--- src/hw/rtl/zsep_pkg.sv ---
package zsep_pkg;

  // Local file header layout
  localparam logic [31:0] LOCAL_SIG  = 32'h04034b50;
  localparam logic [4:0]  HEADER_LEN = 5'd30;
  localparam logic [4:0]  POS_SIG_LAST = 5'd3;
  localparam logic [4:0]  POS_METHOD_LO = 5'd8;
  localparam logic [4:0]  POS_METHOD_HI = 5'd9;
  localparam logic [4:0]  POS_SIZE_LO = 5'd22;
  localparam logic [4:0]  POS_SIZE_HI = 5'd25;
  localparam logic [4:0]  POS_NLEN_LO = 5'd26;
  localparam logic [4:0]  POS_NLEN_HI = 5'd27;
  localparam logic [4:0]  POS_XLEN_LO = 5'd28;
  localparam logic [4:0]  POS_XLEN_HI = 5'd29;

  // Last five name bytes for ".usdc" and ".usda"
  localparam logic [39:0] TAIL_USDC = 40'h2E75736463;
  localparam logic [39:0] TAIL_USDA = 40'h2E75736461;
  localparam logic [15:0] TAIL_MIN_LEN = 16'd5;

  // Root slot value meaning nothing found yet
  localparam logic [8:0] NOT_FOUND = 9'd256;

  localparam int DEFAULT_ENTRY_LIMIT = 256;

  // Depth of the record queue between parser and output
  localparam int Q_DEPTH = 4;

  // Record kinds
  localparam logic REC_ENTRY   = 1'b0;
  localparam logic REC_SUMMARY = 1'b1;

  // Name and root kinds
  localparam logic [1:0] KIND_OTHER = 2'd0;
  localparam logic [1:0] KIND_USDC  = 2'd1;
  localparam logic [1:0] KIND_USDA  = 2'd2;

  // Stop causes
  localparam logic [2:0] STOP_CLEAN     = 3'd0;
  localparam logic [2:0] STOP_BAD_SIG   = 3'd1;
  localparam logic [2:0] STOP_TRUNCATED = 3'd2;
  localparam logic [2:0] STOP_LIMIT     = 3'd3;
  localparam logic [2:0] STOP_OVERSIZE  = 3'd4;

  // Result payload, first field in the highest bits
  typedef struct packed {
    logic [2:0]  stop_cause;
    logic [1:0]  root_kind;
    logic [7:0]  root_index;
    logic [8:0]  found_total;
    logic [1:0]  name_kind;
    logic [31:0] stored_size;
    logic [31:0] data_offset;
    logic [15:0] name_length;
    logic [31:0] header_offset;
    logic [7:0]  entry_index;
  } payload_t;

  typedef struct packed {
    logic     kind;
    logic     last;
    payload_t data;
  } rec_t;

  // Up to two records per byte, compacted: b only valid with a
  typedef struct packed {
    logic a_valid;
    rec_t a;
    logic b_valid;
    rec_t b;
  } push_t;

endpackage

--- src/hw/rtl/zip_stored_entry_stream_parser.sv ---
// Streaming parser for the local headers of a ZIP archive.
// Slave side: one archive byte per transaction on s_axis_tdata; s_axis_tlast
// marks the final byte of the archive.
// Master side: one record per transaction. m_axis_tuser gives the kind:
// 0 for a stored entry (offsets, sizes, name kind), 1 for the summary that
// follows the final byte (entry count, root layer choice, stop cause).
// m_axis_tlast is high on the last record caused by one input byte.
// Throughput: one byte per cycle while the record queue has room. The front
// parser updates its counters and header fields in the cycle the byte is taken;
// a record is registered into the record queue and leaves it on the master side.
// A four-deep record queue separates parser and output; a byte is taken
// whenever the queue has two free slots, so a stalled receiver holds off
// the slave side only once fewer than two slots are left.
// Reset clears the parser to the header phase at offset zero and empties
// the queue; after each summary the parser rearms for a new archive.
module zip_stored_entry_stream_parser
  import zsep_pkg::*;
#(
  parameter int ENTRY_LIMIT = DEFAULT_ENTRY_LIMIT
) (
  input  logic         clk_i,
  input  logic         rst_ni,
  input  logic         s_axis_tvalid,
  output logic         s_axis_tready,
  input  logic [7:0]   s_axis_tdata,   // data_byte
  input  logic         s_axis_tlast,   // end_of_archive
  output logic         m_axis_tvalid,
  input  logic         m_axis_tready,
  // entry_index, header_offset, name_length, data_offset, stored size,
  // name_kind, stored entry total, root_index, root_kind, stop_cause
  output logic [143:0] m_axis_tdata,
  output logic         m_axis_tuser,   // record_kind
  output logic         m_axis_tlast    // last_of_run
);

  logic  room;
  logic  fire;
  push_t push;

  // Accept a byte whenever the queue can hold its records
  assign s_axis_tready = room;
  assign fire          = s_axis_tvalid && room;

  zsep_front #(
    .ENTRY_LIMIT(ENTRY_LIMIT)
  ) u_front (
    .clk_i  (clk_i),
    .rst_ni (rst_ni),
    .fire_i (fire),
    .byte_i (s_axis_tdata),
    .eoa_i  (s_axis_tlast),
    .push_o (push)
  );

  // Hold records until the receiver takes them
  zsep_back u_back (
    .clk_i         (clk_i),
    .rst_ni        (rst_ni),
    .push_i        (push),
    .room_o        (room),
    .m_axis_tvalid (m_axis_tvalid),
    .m_axis_tready (m_axis_tready),
    .m_axis_tdata  (m_axis_tdata),
    .m_axis_tuser  (m_axis_tuser),
    .m_axis_tlast  (m_axis_tlast)
  );

endmodule

--- src/hw/rtl/zsep_front.sv ---
module zsep_front
  import zsep_pkg::*;
#(
  parameter int ENTRY_LIMIT = DEFAULT_ENTRY_LIMIT
) (
  input  logic       clk_i,
  input  logic       rst_ni,
  input  logic       fire_i,
  input  logic [7:0] byte_i,
  input  logic       eoa_i,
  output push_t      push_o
);

  typedef enum logic [2:0] {PH_HEADER, PH_NAME, PH_EXTRA, PH_DATA, PH_STOP} phase_e;

  localparam logic [8:0] LIMIT = 9'(ENTRY_LIMIT);

  phase_e      phase_q, phase_d;
  logic [4:0]  pos_q, pos_d;
  logic [31:0] off_q, off_d;
  logic [31:0] start_q, start_d;
  logic [23:0] sig_q, sig_d;
  logic        mnz_q, mnz_d;
  logic [31:0] size_q, size_d;
  logic [15:0] nlen_q, nlen_d;
  logic [15:0] xlen_q, xlen_d;
  logic [31:0] skip_q, skip_d;
  logic [39:0] tail_q, tail_d;
  logic [8:0]  cnt_q, cnt_d;
  logic [8:0]  usdc_q, usdc_d;
  logic [8:0]  usda_q, usda_d;
  logic [2:0]  stop_q, stop_d;

  logic        name_done, extra_done, finish;
  logic        emit_entry;
  logic [1:0]  kind;
  logic [4:0]  rel;
  payload_t    ent, sum;
  rec_t        ent_rec, sum_rec;

  always_comb begin
    phase_d = phase_q;  pos_d  = pos_q;   off_d  = off_q;   start_d = start_q;
    sig_d   = sig_q;    mnz_d  = mnz_q;   size_d = size_q;  nlen_d  = nlen_q;
    xlen_d  = xlen_q;   skip_d = skip_q;  tail_d = tail_q;  cnt_d   = cnt_q;
    usdc_d  = usdc_q;   usda_d = usda_q;  stop_d = stop_q;
    name_done = 1'b0;  extra_done = 1'b0;  finish = 1'b0;
    emit_entry = 1'b0;
    kind = KIND_OTHER;
    rel  = 5'd0;
    ent  = '0;
    sum  = '0;

    if (phase_q != PH_STOP) begin
      if (&off_q) begin
        phase_d = PH_STOP;
        stop_d  = STOP_OVERSIZE;
      end else if (phase_q == PH_HEADER && pos_q == 5'd0 && cnt_q >= LIMIT) begin
        phase_d = PH_STOP;
        stop_d  = STOP_LIMIT;
      end else begin
        case (phase_q)
          PH_HEADER: begin
            if (pos_q == 5'd0) begin
              start_d = off_q;
              sig_d   = '0;
              mnz_d   = 1'b0;
              size_d  = '0;
              nlen_d  = '0;
              xlen_d  = '0;
              tail_d  = '0;
            end
            if (pos_q < POS_SIG_LAST) begin
              sig_d[8*pos_q[1:0] +: 8] = byte_i;
            end else if (pos_q == POS_METHOD_LO) begin
              mnz_d = (byte_i != 8'd0);
            end else if (pos_q == POS_METHOD_HI) begin
              mnz_d = mnz_q | (byte_i != 8'd0);
            end else if (pos_q inside {[POS_SIZE_LO:POS_SIZE_HI]}) begin
              rel = pos_q - POS_SIZE_LO;
              size_d[8*rel[1:0] +: 8] = byte_i;
            end else if (pos_q == POS_NLEN_LO) begin
              nlen_d[7:0] = byte_i;
            end else if (pos_q == POS_NLEN_HI) begin
              nlen_d[15:8] = byte_i;
            end else if (pos_q == POS_XLEN_LO) begin
              xlen_d[7:0] = byte_i;
            end else if (pos_q == POS_XLEN_HI) begin
              xlen_d[15:8] = byte_i;
            end

            if (pos_q == POS_SIG_LAST && {byte_i, sig_q} != LOCAL_SIG) begin
              phase_d = PH_STOP;
              stop_d  = STOP_BAD_SIG;
            end else if (pos_q != HEADER_LEN - 5'd1) begin
              pos_d = pos_q + 5'd1;
            end else begin
              pos_d = 5'd0;
              if (nlen_d != 16'd0) begin
                phase_d = PH_NAME;
                skip_d  = {16'd0, nlen_d};
              end else begin
                name_done = 1'b1;
              end
            end
          end
          PH_NAME: begin
            tail_d = {tail_q[31:0], byte_i};
            skip_d = skip_q - 32'd1;
            name_done = (skip_q == 32'd1);
          end
          PH_EXTRA: begin
            skip_d = skip_q - 32'd1;
            extra_done = (skip_q == 32'd1);
          end
          PH_DATA: begin
            skip_d = skip_q - 32'd1;
            finish = (skip_q == 32'd1);
          end
          default: ;
        endcase
      end
    end

    // Walk past empty name, extra and data sections in the same byte
    if (name_done) begin
      if (xlen_d != 16'd0) begin
        phase_d = PH_EXTRA;
        skip_d  = {16'd0, xlen_d};
      end else begin
        extra_done = 1'b1;
      end
    end
    if (extra_done) begin
      if (size_d != 32'd0) begin
        phase_d = PH_DATA;
        skip_d  = size_d;
      end else begin
        finish = 1'b1;
      end
    end
    if (finish) begin
      phase_d = PH_HEADER;
      pos_d   = 5'd0;
      if (!mnz_d) begin
        if (nlen_d >= TAIL_MIN_LEN && tail_d == TAIL_USDC) begin
          kind = KIND_USDC;
        end else if (nlen_d >= TAIL_MIN_LEN && tail_d == TAIL_USDA) begin
          kind = KIND_USDA;
        end
        if (kind == KIND_USDC && usdc_q == NOT_FOUND) usdc_d = cnt_q;
        if (kind == KIND_USDA && usda_q == NOT_FOUND) usda_d = cnt_q;
        emit_entry        = 1'b1;
        ent.entry_index   = cnt_q[7:0];
        ent.header_offset = start_d;
        ent.name_length   = nlen_d;
        ent.data_offset   = off_q + 32'd1 - size_d;
        ent.stored_size   = size_d;
        ent.name_kind     = kind;
        cnt_d             = cnt_q + 9'd1;
      end
    end

    if (!(&off_q)) off_d = off_q + 32'd1;

    // Summary is built from the state after this byte
    sum.found_total = cnt_d;
    if (phase_d != PH_STOP) begin
      sum.stop_cause = (phase_d == PH_HEADER && pos_d == 5'd0) ? STOP_CLEAN : STOP_TRUNCATED;
    end else begin
      sum.stop_cause = stop_d;
    end
    if (usdc_d != NOT_FOUND) begin
      sum.root_index = usdc_d[7:0];
      sum.root_kind  = KIND_USDC;
    end else if (usda_d != NOT_FOUND) begin
      sum.root_index = usda_d[7:0];
      sum.root_kind  = KIND_USDA;
    end

    // End of archive rearms the parser for the next one
    if (eoa_i) begin
      phase_d = PH_HEADER; pos_d  = '0; off_d  = '0; start_d = '0;
      sig_d   = '0;        mnz_d  = '0; size_d = '0; nlen_d  = '0;
      xlen_d  = '0;        skip_d = '0; tail_d = '0; cnt_d   = '0;
      usdc_d  = NOT_FOUND; usda_d = NOT_FOUND;       stop_d  = STOP_CLEAN;
    end
  end

  always_comb begin
    ent_rec.kind = REC_ENTRY;
    ent_rec.last = !eoa_i;
    ent_rec.data = ent;
    sum_rec.kind = REC_SUMMARY;
    sum_rec.last = 1'b1;
    sum_rec.data = sum;
    push_o.a_valid = fire_i && (emit_entry || eoa_i);
    push_o.a       = emit_entry ? ent_rec : sum_rec;
    push_o.b_valid = fire_i && emit_entry && eoa_i;
    push_o.b       = sum_rec;
  end

  always_ff @(posedge clk_i or negedge rst_ni) begin
    if (!rst_ni) begin
      phase_q <= PH_HEADER; pos_q  <= '0; off_q  <= '0; start_q <= '0;
      sig_q   <= '0;        mnz_q  <= '0; size_q <= '0; nlen_q  <= '0;
      xlen_q  <= '0;        skip_q <= '0; tail_q <= '0; cnt_q   <= '0;
      usdc_q  <= NOT_FOUND; usda_q <= NOT_FOUND;        stop_q  <= STOP_CLEAN;
    end else if (fire_i) begin
      phase_q <= phase_d; pos_q  <= pos_d;  off_q  <= off_d;  start_q <= start_d;
      sig_q   <= sig_d;   mnz_q  <= mnz_d;  size_q <= size_d; nlen_q  <= nlen_d;
      xlen_q  <= xlen_d;  skip_q <= skip_d; tail_q <= tail_d; cnt_q   <= cnt_d;
      usdc_q  <= usdc_d;  usda_q <= usda_d; stop_q <= stop_d;
    end
  end

endmodule

--- src/hw/rtl/zsep_back.sv ---
module zsep_back
  import zsep_pkg::*;
(
  input  logic           clk_i,
  input  logic           rst_ni,
  input  push_t          push_i,
  output logic           room_o,
  output logic           m_axis_tvalid,
  input  logic           m_axis_tready,
  output logic [143:0]   m_axis_tdata,
  output logic           m_axis_tuser,
  output logic           m_axis_tlast
);

  localparam int AW = $clog2(Q_DEPTH);

  rec_t          mem_q [Q_DEPTH];
  logic [AW-1:0] wr_q, rd_q;
  logic [AW:0]   cnt_q;
  logic          pop;
  logic [AW:0]   n_push;
  logic [AW-1:0] wr_b;
  rec_t          head;

  assign pop    = m_axis_tvalid && m_axis_tready;
  assign n_push = (AW+1)'(push_i.a_valid) + (AW+1)'(push_i.b_valid);
  assign wr_b   = wr_q + AW'(1);
  // Take a byte only when both record slots it may need are free
  assign room_o = (cnt_q <= (AW+1)'(Q_DEPTH - 2));

  assign head          = mem_q[rd_q];
  assign m_axis_tvalid = (cnt_q != '0);
  assign m_axis_tdata  = head.data;
  assign m_axis_tuser  = head.kind;
  assign m_axis_tlast  = head.last;

  always_ff @(posedge clk_i) begin
    if (push_i.a_valid) mem_q[wr_q] <= push_i.a;
    if (push_i.b_valid) mem_q[wr_b] <= push_i.b;
  end

  always_ff @(posedge clk_i or negedge rst_ni) begin
    if (!rst_ni) begin
      wr_q  <= '0;
      rd_q  <= '0;
      cnt_q <= '0;
    end else begin
      wr_q  <= wr_q + n_push[AW-1:0];
      if (pop) rd_q <= rd_q + AW'(1);
      cnt_q <= cnt_q + n_push - (AW+1)'(pop);
    end
  end

endmodule

--- config.mk ---
export PLATFORM = sky130hd
export DESIGN_NAME = zip_stored_entry_stream_parser
export DESIGN_NICKNAME = d
export VERILOG_FILES = /design/src/hw/rtl/zsep_pkg.sv /design/src/hw/rtl/zip_stored_entry_stream_parser.sv /design/src/hw/rtl/zsep_front.sv /design/src/hw/rtl/zsep_back.sv
export SDC_FILE = /design/constraint.sdc
export NUM_CORES = 2
export LEC_CHECK = 0
export BUFFER_PORTS_ARGS = -buffer_cell sky130_fd_sc_hd__buf_2
export CAP_MARGIN = 20
export CORE_MARGIN = 8
export CORE_UTILIZATION = 57
export DETAILED_ROUTE_END_ITERATION = 8
export GPL_ROUTABILITY_DRIVEN = 0
export GPL_TIMING_DRIVEN = 1
export HOLD_SLACK_MARGIN = 0.05
export PLACE_DENSITY = 0.77
export SYNTH_ARGS = -nofsm -noshare
export SYNTH_HDL_FRONTEND = slang
export SYNTH_HIERARCHICAL = 1
export SYNTH_SLANG_ARGS = --single-unit
--- constraint.sdc ---
create_clock -name clk_i -period 14.8 [get_ports clk_i]
set_clock_uncertainty 0.1 [all_clocks]
set_input_delay 2.96 -clock clk_i [delete_from_list [all_inputs] [get_ports clk_i]]
set_output_delay 2.96 -clock clk_i [all_outputs]
set_load 0.01 [all_outputs]
-- Word level (Yosys, flattened, before mapping)
Memories as Yosys holds them, arrays and structs flattened.
Cells that the tools add are included.
- register bits: 270
- memory bits (writable): 584
- bits of input ports: 13
- output and inout bits: 148
- word-level logic and storage cells: 268
- memories: 1
- memory list (memory ; depth ; bits a word ; read ports ; clocked after memory_dff ; write ports ; RTL line ; RTL):
    u_back.mem_q ; 4 ; 146 ; 1 ; 0 ; 2 ; zsep_back.sv:17 ; rec_t mem_q [Q_DEPTH];
- add/sub/neg operators: 14
- magnitude comparators: 6
- equal/unequal tests: 25
- shift operators: 4
- muxes and demuxes: 168
- bitwise gates (word level): 1
- reductions and logical operators: 31
- operators by type and width (cell ; count):
    two-way mux 32 bit ; 33
    two-way mux 16 bit ; 26
    two-way mux 24 bit ; 11
    two-way mux 122 bit ; 2
    two-way mux 40 bit ; 5
    two-way mux 146 bit ; 1
    two-way mux 9 bit ; 11
    == test 40 x 38 -> 1 bit, second input constant ; 2
    one-hot mux 40 bit (2 select lines) ; 1
    negation 5 -> 34 bit ; 2
    one-hot mux 32 bit (2 select lines) ; 1
    two-way mux 3 bit ; 20
    two-way mux 8 bit ; 6
    two-way mux 5 bit ; 8
    variable shift 8 x 34 -> 24 bit, first input constant ; 1
    variable shift 8 x 34 -> 32 bit, first input constant ; 1
    indexed part select 8 x 34 -> 24 bit ; 1
    indexed part select 8 x 34 -> 32 bit ; 1
    two-way mux 1 bit ; 33
    adder 32 x 1 -> 32 bit, second input constant ; 1
    bitwise mux 32 bit ; 1
    == test 32 x 1 -> 1 bit, second input constant ; 1
    != test 32 x 27 -> 1 bit, second input constant ; 1
    AND reduction 32 bit ; 1
    46 further kinds ; 78

-- Depth between registers and ports, before layout
- word-level depth: 32
- mapped depth: 28
- depth with buffers taken out: 22

-- By module
The synthesis kept the hierarchy.
- by module, submodules not included (module ; times used ; cells each ; area an instance (µm²)):
    zsep_back ; 1 ; 1452 ; 28484.8
    zsep_front ; 1 ; 2374 ; 19703.9
    zip_stored_entry_stream_parser ; 1 ; 1 ; 6.3

-- Worst setup path before layout
No wires, ideal clock.
- kind: input to register
- from: in s_axis_tdata[5]
- to: mem u_back/mem_q[2][0] (netlist bit) (enable)
- setup time: 0.853 ns
- arrival: 15.360 ns
- setup slack: -1.513 ns
- stages: 13
- path buffers: 3
- cell sequence: clkbuf_1 or3_1 or3_1 a222oi_1 and4_1 and4_1 buf_2 o221a_1 buf_4 o21ai_0 inv_1 nand2_1 o21ai_0
- RTL lines (what ; RTL line ; RTL):
    start: declaration ; zip_stored_entry_stream_parser.sv:25 ; input logic [7:0] s_axis_tdata,
    end: declaration ; zsep_back.sv:17 ;

==> summary.txt <==
Routing
  – Wire per inst: 26.1 um
  – DR pass1 iterations: 7
  – Post-route DRC: 0
  – DRT antenna net count: 0
  – DR vias: 33.9k
  – DR iter-0 viols: 4443
  – DRT Wirelength: 133 mm
  – Vias per inst: 6.64

Yosys
  – Synthesized area: 48200 um2
  – Register bit total from synthesis: 854
  – Post-synthesis mux area share: 20.9%
  – Synth Area in XOR/XNOR: 1.44%
  – Synth Area in Simple Gates: 8.74%
  – Async SR Flop Fraction: 31.6%
  – Synth Flop Type: edfxtp_1
  – Post-synth EDFFs: 584
  – Mapped Cells: 3827
  – Synth warn: 6
  – Post-synthesis compound-gate area fraction: 11.9%
  – Sequential share of the synthesized area: 50.4%
  – Synth unique cells: 97
  – Largest family of logic cells by synthesized area: multiplexers
  – Adder-cell share of the synthesized area: 1.27%
  – Syn Area/Cell: 12.6 um2

Worst setup path
  – Reg2Reg Setup Slack: 6.72 ns
  – Crit. End Element: flip-flop
  – Startpoint Class: input pin
  – Reg2reg path depth: 16
  – Critical setup path kind: in2reg
  – Worst EP required: 15.10 ns
  – CP max FO: 63
  – R2R Path Start: u_front/off_q[0]
  – Arrival time worst endpoint: 8.85 ns
  – RR Endpoint: u_back/mem_q[1][61]

Floorplanning
  – Die Area: 94100 um2
  – I/O pin count: 161
  – Initial Util: 57.6%
  – CORE AREA: 83700 um2
  – Chip Height: 307 um
  – # rows: 106
  – Die width: 307 um

Timing
  – Final Hold Vio Count: 0
  – RSZ-0062 raised after global routing: false
  – Fin crit period: 8.56 ns
  – Worst slew margin: 14.4%
  – Final setup violating endpoints: 0
  – Worst-Margin Slew: 1.28 ns
  – Fmax achieved: 117 MHz
  – Final period util: 57.8%
  – Max-slew violations: 0
  – Setup tns final: 0 ns

Min path
  – Hold Crit Depth: 1
  – HP Start: u_front/start_q[13]
  – Worst hold path class: reg2reg
  – Worst hold endpoint: u_front/start_q[13]

Global routing
  – Largest net degree at the start of global routing: 174
  – GRT Overall Usage: 27.7%
  – Number of global-route vias before repair: 33.9k
  – Overflow after GRT: 0
  – Global-route wire length before repair: 205 mm
  – Initial antenna violation count: 1

Clock tree
  – Post-CTS sizing: 0
  – Clock Path Buffers: 3
  – Setup Buffers After CTS: 0
  – Worst skew pair latency: 0.65 ns
  – Clock Sinks: 854
  – Post-CTS Hold Buffers: 0
  – Clock transition at path regs: 0.06 ns
  – H-tree depth: 3
  – Clock root buffer: clkbuf_16
  – CTS buffer count: 91
  – TritonCTS clock tree: done

Pwr
  – VDD IR max: 0.100 mV
  – PnR Total Power: 8.19 mW
  – P_leak: 20.2 nW
  – PwrDens: 156 nW/um2

Place
  – Post-DP HPWL: 83.8 mm
  – IO buf count: 160

Layout
  – Final nets: 3951
  – Sequential Area: 24300 um2
  – Area of the multi-input gates: 21900 um2
  – Share of cells above drive strength 1: 29.9%
  – Area growth, synth to finish: 8.77%
  – Final core occ: 62.6%
  – Most frequent cells in the layout: mux2_2, edfxtp_1, dfrtp_1, nand2_1, nor2_1
  – Filler cells: 6240
  – Most common cell after layout, fill and taps aside: mux2_2

Job
  – Max cap viols: 0

Status
  – Outcome: finished, final reports clean
==> worst max-delay path, stage by stage <==
cell and delay, ns:
buf_2 0.28, or3_1 0.50, nor2_1 0.12, mux2i_1 0.10
nor4_1 0.49, nand3_1 0.20, a21oi_1 0.24, and3_1 0.23
o221a_1 0.18, buf_4 0.41, inv_4 0.33, nor2_1 0.54
nor3b_4 0.30, buf_4 0.82, buf_4 0.63, mux2_2 0.41
==> per-layer routing <==
metal | global-route usage [%] | routed length [um]
met5 | 0 | 0
met4 | 12.9 | 7230
met3 | 5.57 | 11200
met2 | 45.4 | 64000
met1 | 35.3 | 50600
==> cell type report <==
| class | instances | share of cell area [%] |
|---|---|---|
| clock buffers | 125 | 4.90 |
| inverters | 70 | 0.508 |
| flip-flops and latches | 854 | 46.4 |
| clock inverters | 46 | 0.931 |
| repair buffers | 242 | 2.84 |
| diodes | 1 | 0.00477 |
| multi-input cells | 2632 | 41.7 |
| well taps | 1134 | 2.71 |
==> registers in the layout (all words and copies together), names as in the netlist, 3 cells and up <==
register         flops
u_back/mem_q       584
u_front/tail_q      40
u_front/off_q       32
u_front/size_q      32
u_front/skip_q      32
u_front/start_q     32
u_front/sig_q       24
u_front/nlen_q      16
u_front/xlen_q      16
u_front/cnt_q        9
u_front/usda_q       9
u_front/usdc_q       9
u_front/pos_q        5
u_back/cnt_q         3
u_front/phase_q      3
u_front/stop_q       3
==> how the worst max path moves through the flow <==
stage / startpoint / endpoint / slack [ns]
finish: s_axis_tdata[2] / u_back/mem_q[1][61] / 6.24
global route: s_axis_tdata[2] / u_back/mem_q[1][61] / 6.02
CTS: s_axis_tdata[2] / u_back/mem_q[1][75] / 6.42
detailed placement: s_axis_tdata[2] / u_back/mem_q[1][61] / 5.84
global placement: s_axis_tdata[2] / u_back/mem_q[1][61] / 5.89
floorplan: s_axis_tdata[5] / u_back/mem_q[3][0] / 2.11
==> logic make-up after synthesis <==
group,count (synthesis)
AO/OA/AOI/OAI,778
XOR/XNOR,79
buffers and inverters,463
other,2
flip-flops,854
adder cells (fa/ha/maj),48
multiplexers,749
AND/OR/NAND/NOR,854
==> where the power goes <==
group | internal [mW] | switching [mW]
Combinational | 1.08 | 1.77
Sequential | 2.78 | 0.211
Clock | 1.38 | 0.968
Total | 5.24 | 2.95
==> cells in the mapped netlist, drive strengths merged, types with 13 or more instances <==
master	number	area (um2)
a211oi	18	135
a21boi	35	263
a21o	19	143
a21oi	111	623
a221oi	18	158
a22o	115	1010
a22oi	43	323
a31oi	15	93.8
a32o	13	130
a32oi	16	140
and2	36	225
and3	26	163
buf	261	1820
clkbuf	132	497
dfrtp	268	6710
edfxtp	584	17500
ha	45	563
inv	69	259
mux2	586	6600
mux2i	17	170
mux4	146	3290
nand2	227	852
nand2b	18	113
nand3	55	275
nand4	39	250
nor2	227	852
nor2b	27	169
nor3	72	382
nor4	38	244
o21ai	133	666
o221ai	17	149
o22ai	23	144
o2bb2ai	74	648
o31ai	20	174
or2	14	87.6
or3	26	163
or4	14	109
xnor2	48	420
xor2	31	272
==> stage by stage <==
| stage | cells | cell area [um2] | setup WS, ns | hold slack, ns |
|---|---|---|---|---|
| 4_1_cts | 5101 | 52400 | 6.42 | 0.392 |
| 3_3_place_gp | 4929 | 49300 | 5.89 | 0.368 |
| 6_report | 5104 | 52400 | 6.24 | 0.389 |
| 2_1_floorplan | 3949 | 48700 | 2.11 | 0.356 |
| 5_1_grt | 5103 | 52400 | 6.02 | 0.402 |
| 3_5_place_dp | 4930 | 49300 | 5.84 | 0.373 |
Note: power is estimated with default switching activity, not from simulation.
